### src/hw/rtl/wsgm_pkg.sv
// Shared constants and beat types for the star-only glob match core.
`default_nettype none

package wsgm_pkg;

    localparam int MAX_PATTERN_DEFAULT = 64;

    localparam logic [7:0] STAR_CHAR = 8'd42;

    localparam logic OP_PATTERN = 1'b0;
    localparam logic OP_NAME    = 1'b1;

    // One beat as it travels down the cell chain.
    typedef struct packed {
        logic       valid;
        logic       is_name;
        logic       first;
        logic       last;
        logic       ovf;
        logic       new_pat;
        logic       wr_en;
        logic [7:0] ch;
    } wsgm_beat_t;

    // Match state handed from one cell to the next for the same beat.
    typedef struct packed {
        logic act;
        logic init;
        logic acc;
    } wsgm_link_t;

endpackage

`default_nettype wire

### src/hw/rtl/wsgm_cell.sv
// One pattern position of the match chain: stored element, active bit and hand-off registers.
`default_nettype none

module wsgm_cell #(
    parameter int IDX_W    = $clog2(wsgm_pkg::MAX_PATTERN_DEFAULT),
    parameter int CELL_IDX = 0
) (
    input  wire                      clk,
    input  wire                      rst_n,
    input  wire                      advance,
    input  wsgm_pkg::wsgm_beat_t     beat_in,
    input  wire  [IDX_W-1:0]         wr_idx_in,
    input  wsgm_pkg::wsgm_link_t     link_in,
    output wsgm_pkg::wsgm_beat_t     beat_out,
    output logic [IDX_W-1:0]         wr_idx_out,
    output wsgm_pkg::wsgm_link_t     link_out
);

    logic [7:0]            char_reg;
    logic                  star_reg;
    logic                  pat_valid_reg;
    logic                  act_reg;
    wsgm_pkg::wsgm_beat_t  beat_reg;
    logic [IDX_W-1:0]      wr_idx_reg;
    wsgm_pkg::wsgm_link_t  link_reg;

    logic                  prev;
    logic                  star_ok;
    logic                  lit_ok;
    logic                  a_now;
    logic                  take;
    logic                  wr_hit;
    wsgm_pkg::wsgm_link_t  link_next;

    assign take    = advance && beat_in.valid;
    assign wr_hit  = beat_in.wr_en && (wr_idx_in == IDX_W'(CELL_IDX));
    assign prev    = beat_in.first ? link_in.init : act_reg;
    assign star_ok = pat_valid_reg && star_reg;
    assign lit_ok  = pat_valid_reg && !star_reg && (char_reg == beat_in.ch);
    assign a_now   = (prev && star_ok) || link_in.act;

    always_comb
    begin
        link_next.act  = (prev && lit_ok) || (a_now && star_ok);
        link_next.init = link_in.init && star_ok;
        link_next.acc  = link_in.acc || (!pat_valid_reg && a_now);
    end

    always_ff @(posedge clk or negedge rst_n)
    begin
        if (!rst_n)
        begin
            pat_valid_reg <= 1'b0;
            star_reg      <= 1'b0;
            act_reg       <= 1'b0;
        end
        else if (take)
        begin
            if (beat_in.is_name)
            begin
                act_reg <= a_now;
            end
            else
            begin
                if (beat_in.new_pat)
                begin
                    pat_valid_reg <= 1'b0;
                end
                if (wr_hit)
                begin
                    pat_valid_reg <= 1'b1;
                    star_reg      <= (beat_in.ch == wsgm_pkg::STAR_CHAR);
                end
            end
        end
    end

    always_ff @(posedge clk)
    begin
        if (take && !beat_in.is_name && wr_hit)
        begin
            char_reg <= beat_in.ch;
        end
    end

    always_ff @(posedge clk or negedge rst_n)
    begin
        if (!rst_n)
        begin
            beat_reg   <= '0;
            wr_idx_reg <= '0;
            link_reg   <= '0;
        end
        else if (advance)
        begin
            beat_reg   <= beat_in;
            wr_idx_reg <= wr_idx_in;
            link_reg   <= link_next;
        end
    end

    assign beat_out   = beat_reg;
    assign wr_idx_out = wr_idx_reg;
    assign link_out   = link_reg;

endmodule

`default_nettype wire

### src/hw/rtl/wildcard_star_glob_match_core.sv
// Top level of the star-only glob match core: input bookkeeping, cell chain and output register.
// Path: an accepted beat passes down the one-register-per-cell chain, whose last stage feeds
// the output register that drives m_tvalid.
// Throughput: one beat per cycle; s_tready drops only when the output register is full, not
// taken, and the chain end holds another result.
// Reset: pattern empty, no name in progress, output empty; no clearing pass is needed.
`default_nettype none

module wildcard_star_glob_match_core #(
    parameter int MAX_PATTERN = wsgm_pkg::MAX_PATTERN_DEFAULT
) (
    input  wire        clk,
    input  wire        rst_n,
    input  wire        s_tvalid,
    output logic       s_tready,
    input  wire  [7:0] s_tdata,   // [7:0] char_byte
    input  wire        s_tlast,
    input  wire  [0:0] s_tuser,   // [0] opcode
    output logic       m_tvalid,
    input  wire        m_tready,
    output logic [7:0] m_tdata    // [0] matched, [1] pattern_overflow, [7:2] zero
);

    localparam int LEN_W = $clog2(MAX_PATTERN + 1);
    localparam int IDX_W = (MAX_PATTERN > 1) ? $clog2(MAX_PATTERN) : 1;

    logic [LEN_W-1:0] pattern_length_reg;
    logic [LEN_W-1:0] pattern_length_next;
    logic             overflow_reg;
    logic             overflow_next;
    logic             start_new_reg;
    logic             start_new_next;
    logic             name_active_reg;
    logic             name_active_next;

    logic             out_valid_reg;
    logic             out_matched_reg;
    logic             out_ovf_reg;

    logic             advance;
    logic             accept;
    logic             is_name;
    logic [LEN_W-1:0] base_len;
    logic             wr_en;
    logic             q_result;
    logic             load_out;

    wsgm_pkg::wsgm_beat_t beat_chain [0:MAX_PATTERN];
    wsgm_pkg::wsgm_link_t link_chain [0:MAX_PATTERN];
    logic [IDX_W-1:0]     idx_chain  [0:MAX_PATTERN];

    assign is_name  = (s_tuser[0] == wsgm_pkg::OP_NAME);
    assign base_len = start_new_reg ? '0 : pattern_length_reg;
    assign wr_en    = (base_len < LEN_W'(MAX_PATTERN));

    assign q_result = beat_chain[MAX_PATTERN].valid && beat_chain[MAX_PATTERN].is_name
                      && beat_chain[MAX_PATTERN].last;
    assign advance  = !q_result || !out_valid_reg || m_tready;
    assign load_out = q_result && advance;
    assign s_tready = advance;
    assign accept   = s_tvalid && advance;

    assign beat_chain[0] = '{valid:   s_tvalid,
                             is_name: is_name,
                             first:   !name_active_reg,
                             last:    s_tlast,
                             ovf:     overflow_reg,
                             new_pat: start_new_reg,
                             wr_en:   !is_name && wr_en,
                             ch:      s_tdata};
    assign idx_chain[0]  = base_len[IDX_W-1:0];
    assign link_chain[0] = '{act: 1'b0, init: 1'b1, acc: 1'b0};

    always_comb
    begin
        pattern_length_next = pattern_length_reg;
        overflow_next       = overflow_reg;
        start_new_next      = start_new_reg;
        name_active_next    = name_active_reg;
        if (accept)
        begin
            if (is_name)
            begin
                name_active_next = !s_tlast;
            end
            else
            begin
                pattern_length_next = wr_en ? base_len + LEN_W'(1) : base_len;
                overflow_next       = (!start_new_reg && overflow_reg) || !wr_en;
                start_new_next      = s_tlast;
                name_active_next    = 1'b0;
            end
        end
    end

    always_ff @(posedge clk or negedge rst_n)
    begin
        if (!rst_n)
        begin
            pattern_length_reg <= '0;
            overflow_reg       <= 1'b0;
            start_new_reg      <= 1'b1;
            name_active_reg    <= 1'b0;
        end
        else
        begin
            pattern_length_reg <= pattern_length_next;
            overflow_reg       <= overflow_next;
            start_new_reg      <= start_new_next;
            name_active_reg    <= name_active_next;
        end
    end

    for (genvar gi = 0; gi < MAX_PATTERN; gi++)
    begin : g_cell
        wsgm_cell #(
            .IDX_W    (IDX_W),
            .CELL_IDX (gi)
        ) u_cell (
            .clk        (clk),
            .rst_n      (rst_n),
            .advance    (advance),
            .beat_in    (beat_chain[gi]),
            .wr_idx_in  (idx_chain[gi]),
            .link_in    (link_chain[gi]),
            .beat_out   (beat_chain[gi+1]),
            .wr_idx_out (idx_chain[gi+1]),
            .link_out   (link_chain[gi+1])
        );
    end

    always_ff @(posedge clk or negedge rst_n)
    begin
        if (!rst_n)
        begin
            out_valid_reg <= 1'b0;
        end
        else if (load_out)
        begin
            out_valid_reg <= 1'b1;
        end
        else if (m_tready)
        begin
            out_valid_reg <= 1'b0;
        end
    end

    always_ff @(posedge clk)
    begin
        if (load_out)
        begin
            out_matched_reg <= link_chain[MAX_PATTERN].acc || link_chain[MAX_PATTERN].act;
            out_ovf_reg     <= beat_chain[MAX_PATTERN].ovf;
        end
    end

    assign m_tvalid = out_valid_reg;
    assign m_tdata  = {6'b0, out_ovf_reg, out_matched_reg};

    // A result at the chain end behind a stalled output register must freeze the input side.
    a_stall_blocks_input: assert property (@(posedge clk) disable iff (!rst_n)
        (q_result && out_valid_reg && !m_tready) |-> !s_tready)
        else $error("input accepted while the chain end could not drain");

    a_length_bound: assert property (@(posedge clk) disable iff (!rst_n)
        pattern_length_reg <= LEN_W'(MAX_PATTERN))
        else $error("stored pattern length exceeds capacity");

    a_overflow_full: assert property (@(posedge clk) disable iff (!rst_n)
        overflow_reg |-> (pattern_length_reg == LEN_W'(MAX_PATTERN)))
        else $error("overflow flagged with a pattern below capacity");

    a_pattern_ends_name: assert property (@(posedge clk) disable iff (!rst_n)
        (accept && !is_name) |=> !name_active_reg)
        else $error("name still in progress after a pattern beat");

endmodule

`default_nettype wire
### config.mk
export PLATFORM = sky130hd
export DESIGN_NAME = wildcard_star_glob_match_core
export DESIGN_NICKNAME = d
export VERILOG_FILES = /design/src/hw/rtl/wsgm_pkg.sv /design/src/hw/rtl/wsgm_cell.sv /design/src/hw/rtl/wildcard_star_glob_match_core.sv
export SDC_FILE = /design/constraint.sdc
export NUM_CORES = 2
export LEC_CHECK = 0
export BUFFER_PORTS_ARGS = -buffer_cell sky130_fd_sc_hd__buf_2
export CAP_MARGIN = 5
export CELL_PAD_IN_SITES_DETAIL_PLACEMENT = 1
export CELL_PAD_IN_SITES_GLOBAL_PLACEMENT = 1
export CORE_UTILIZATION = 50
export CTS_BUF_LIST = sky130_fd_sc_hd__clkbuf_16
export DETAILED_ROUTE_END_ITERATION = 16
export GPL_TIMING_DRIVEN = 0
export PLACE_DENSITY = 0.83
export SLEW_MARGIN = 20
export SYNTH_ARGS = -nofsm -noshare
export SYNTH_HDL_FRONTEND = slang
export SYNTH_SLANG_ARGS = --single-unit
### constraint.sdc
create_clock -name clk -period 4.1 [get_ports clk]
set_input_delay 0.82 -clock clk [delete_from_list [all_inputs] [get_ports clk]]
set_output_delay 0.82 -clock clk [all_outputs]
set_load 0.01 [all_outputs]
==> flow_results.xml <==
<?xml version="1.0" encoding="UTF-8"?>
<metrics>
  <group name="placement">
    <metric name="io_buffers" unit="">17</metric>
    <metric name="dp_slack" unit="ns">-0.110</metric>
    <metric name="gp_congestion" unit="">0.896</metric>
    <metric name="dpl.hpwl" unit="µm">199000</metric>
    <metric name="placed_area" unit="µm²">95300</metric>
  </group>
  <group name="die">
    <metric name="floorplan.die_area" unit="µm²">185000</metric>
    <metric name="pin_count" unit="">24</metric>
    <metric name="rows" unit="">156</metric>
    <metric name="initial_core_util" unit="">0.505</metric>
    <metric name="placeableCoreArea" unit="µm²">181000</metric>
    <metric name="floorplan.die.width" unit="µm">430</metric>
    <metric name="die_h" unit="µm">430</metric>
  </group>
  <group name="setup_path">
    <metric name="crit-reg2reg-launch" unit="">m_tvalid</metric>
    <metric name="timing.critical_path.arrival" unit="ns">3.25</metric>
    <metric name="cp-start-kind" unit="">flip-flop</metric>
    <metric name="regToRegSetupSlack" unit="ns">0.41</metric>
    <metric name="critPathCapture" unit="">s_tready</metric>
    <metric name="critical_path.startpoint" unit="">m_tvalid</metric>
    <metric name="reg2reg_depth" unit="">6</metric>
    <metric name="crit_required" unit="ns">3.28</metric>
    <metric name="reg2reg_to" unit="">g_cell[3].u_cell.star_reg</metric>
    <metric name="crit_fanout" unit="">19</metric>
    <metric name="criticalPathCategory" unit="">reg2out</metric>
    <metric name="worst_setup_path_end_kind" unit="">output pin</metric>
  </group>
  <group name="routing">
    <metric name="postRouteWirelength" unit="µm">287000</metric>
    <metric name="highest_routing_layer_actually_used" unit="">met5</metric>
    <metric name="dr_wl_met3" unit="µm">15800</metric>
    <metric name="avgViaCountPerCell" unit="">5.82</metric>
    <metric name="routed_wirelength_normalized_by_instance_count" unit="µm">24.4</metric>
    <metric name="drcViolationCount" unit="">0</metric>
    <metric name="antenna_violating_nets_post_route" unit="">0</metric>
    <metric name="detailedRoute.firstPassIterationCount" unit="">5</metric>
    <metric name="post_route_met1_wirelength" unit="µm">116000</metric>
    <metric name="drt_first_iter_violations" unit="">5375</metric>
    <metric name="wl_met2" unit="µm">140000</metric>
    <metric name="total_number_of_vias" unit="">68500</metric>
  </group>
  <group name="layout">
    <metric name="fin_nets" unit="">9203</metric>
    <metric name="post-route-cell-area" unit="µm²">102000</metric>
    <metric name="final_common_cell" unit="">nand2_1</metric>
    <metric name="highest_count_cells_in_the_layout_ignoring_fill_and_taps" unit="">4009 x nand2_1, 1720 x dfrtp_1, 514 x edfxtp_1</metric>
    <metric name="area_delta_synth_final" unit="%">11.9</metric>
    <metric name="fill_count" unit="">19600</metric>
    <metric name="final_core_utilization" unit="">0.565</metric>
    <metric name="largest_register_ff_count" unit="">949</metric>
    <metric name="drive_gt1_frac" unit="">0.0825</metric>
  </group>
  <group name="synth">
    <metric name="synth_seq_cells" unit="">2235</metric>
    <metric name="mappedNetlistArea" unit="µm²">91600</metric>
    <metric name="synth_cells" unit="">8913</metric>
    <metric name="ys_top_cells_by_area" unit="">dfrtp_1 47%, edfxtp_1 17%, nand2_1 16%</metric>
    <metric name="number_of_distinct_library_cells_after_synthesis" unit="">55</metric>
    <metric name="post-synth-top-area-fraction" unit="">0.470</metric>
    <metric name="yosysTopAreaCell" unit="">dfrtp_1</metric>
    <metric name="synth-seq-area-share" unit="">0.639</metric>
    <metric name="async_flop_share" unit="">0.770</metric>
    <metric name="synth_top_flop_cell" unit="">dfrtp_1</metric>
    <metric name="synth_edf_count" unit="">514</metric>
    <metric name="count_of_yosys_warnings_during_synthesis" unit="">0</metric>
    <metric name="synthesis.area_per_instance" unit="µm²">10.3</metric>
  </group>
  <group name="clocking">
    <metric name="cts_tree" unit="">built</metric>
    <metric name="cts_buffer_depth" unit="">3</metric>
    <metric name="cts_inserted_buffers" unit="">224</metric>
    <metric name="worst_skew_late_latency" unit="ns">0.89</metric>
    <metric name="clkSlewWorstSetupHoldPaths" unit="ns">0.06</metric>
    <metric name="clock_tree.htree_level_count" unit="">4</metric>
    <metric name="cts_root_buf" unit="">clkbuf_16</metric>
    <metric name="cts_num_sinks" unit="">2235</metric>
  </group>
  <group name="timing">
    <metric name="max_clk_rate" unit="GHz">0.246</metric>
    <metric name="setup_viol_count_final" unit="">0</metric>
    <metric name="rsz0062_at_grt" unit="">no</metric>
    <metric name="final_critical_path_setup_slack" unit="ns">0.0296</metric>
    <metric name="timing_hold_violations_final" unit="">0</metric>
    <metric name="final.min_clock_period" unit="ns">4.07</metric>
    <metric name="layout_worst_path_cycle_share" unit="">0.993</metric>
    <metric name="worst_pin_slew" unit="ns">1.22</metric>
    <metric name="fin_worst_skew" unit="ns">0.0559</metric>
    <metric name="slew_headroom" unit="">0.186</metric>
    <metric name="final_max_slew_viol_count" unit="">0</metric>
  </group>
  <group name="global_route">
    <metric name="grt_pass1_vias" unit="">74600</metric>
    <metric name="gr-usage-all-layers" unit="">0.314</metric>
    <metric name="antenna_violations_before_repair" unit="">14</metric>
    <metric name="grt_max_degree" unit="">142</metric>
    <metric name="grt_first_pass_wirelength" unit="µm">446000</metric>
    <metric name="grt_overflow_total" unit="">0</metric>
  </group>
  <group name="pwr">
    <metric name="power.ir.vdd_worst" unit="V">0.000412</metric>
    <metric name="p_leak" unit="nW">49.2</metric>
    <metric name="cellPowerDensity" unit="nW/µm²">460</metric>
  </group>
  <group name="flow_run">
    <metric name="max_cap_violations" unit="">0</metric>
  </group>
  <group name="run_status">
    <metric name="status" unit="">complete, no violations</metric>
  </group>
  <group name="hold_path">
    <metric name="timing.hold.worst.class" unit="">in2reg</metric>
  </group>
</metrics>
## cell type report
type / instances / area [µm²] / area share
Tap cell: 2370 / 2970 / 0.0289
Timing Repair Buffer: 44 / 621 / 0.00606
Clock buffer: 227 / 5680 / 0.0554
Buffer: 365 / 1760 / 0.0171
Inverter: 102 / 383 / 0.00374
Multi-Input combinational cell: 6215 / 31200 / 0.305
Sequential cell: 2235 / 58500 / 0.571
Antenna cell: 9 / 22.5 / 0.000220
Clock inverter: 202 / 1300 / 0.0127
## worst min path at each step
stage,start,end,slack (ns),depth (start not counted)
2_1_floorplan,g_cell[63].u_cell.beat_out[10],out_ovf_reg,0.42,0
3_3_place_gp,g_cell[63].u_cell.beat_out[10],out_ovf_reg,0.43,0
3_5_place_dp,g_cell[63].u_cell.beat_out[10],out_ovf_reg,0.43,0
4_1_cts,s_tdata[5],g_cell[0].u_cell.char_reg[5],0.14,1
5_1_grt,s_tdata[5],g_cell[0].u_cell.char_reg[5],0.17,1
6_report,s_tdata[1],g_cell[0].u_cell.char_reg[1],0.19,1
## power by group
part	leakage (nW)	internal (W)	switching (W)	total, W
clock network	3.69	0.0107	0.00913	0.0198
registers	26.6	0.0239	0.00133	0.0252
logic	18.9	0.000783	0.00132	0.00210
## logic make-up after synthesis
| kind of cell | after synthesis | synth area share |
|---|---|---|
| other | 1 | 0.0000410 |
| AO/OA/AOI/OAI | 680 | 0.0464 |
| AND/OR/NAND/NOR | 4885 | 0.226 |
| XOR/XNOR | 512 | 0.0490 |
| flip-flops | 2235 | 0.639 |
| multiplexers | 130 | 0.0164 |
| buffers and inverters | 468 | 0.0233 |
| adder cells (fa/ha/maj) | 2 | 0.000273 |
## through the flow
stage	total power, W	instances	hold WS [ns]	setup TNS [ns]
3_3_place_gp	0.0274	11300	0.431	-
3_5_place_dp	0.0276	11300	0.433	-0.110
2_1_floorplan	0.0263	8918	0.425	0
6_report	0.0471	11800	0.194	0
4_1_cts	0.0472	11800	0.136	0
5_1_grt	0.0485	11800	0.169	0
## layer usage
layer	up-vias	track usage
met4	8	0.154
met2	1915	0.523
met1	35700	0.398
li1	30100	-
met3	740	0.0513
met5	-	0
## critical path, stage by stage (launching register included)
cell      delay [ns]
dfrtp_1         0.47
nand2b_4        0.14
buf_8           0.18
nor2_4          0.13
inv_1           0.12
buf_2           0.55
buf_2           0.53
buf_2           0.22
## cell usage after synthesis, types with 64 or more instances
library cell  number
dfrtp_1         1720
nand4_1           82
edfxtp_1         514
nor4_1           137
xor2_1           510
o21ai_0          215
nand2_1         4009
nor4bb_1          67
a31oi_1          184
inv_1            102
and4b_1           64
nor2_1           230
a21oi_1           70
mux2_2           118
buf_2            170
clkbuf_1         151
nand3_1           97
## timing repair
action | in CTS | in global routing
setup buffers | 0 | 0
hold buffers | 1 | 0
hold endpoints to repair | 90 | 0
gates resized for setup | 0 | 0
endpoints found under the setup margin | 1 | 0
No activity file was read; power rests on OpenSTA's default activity.
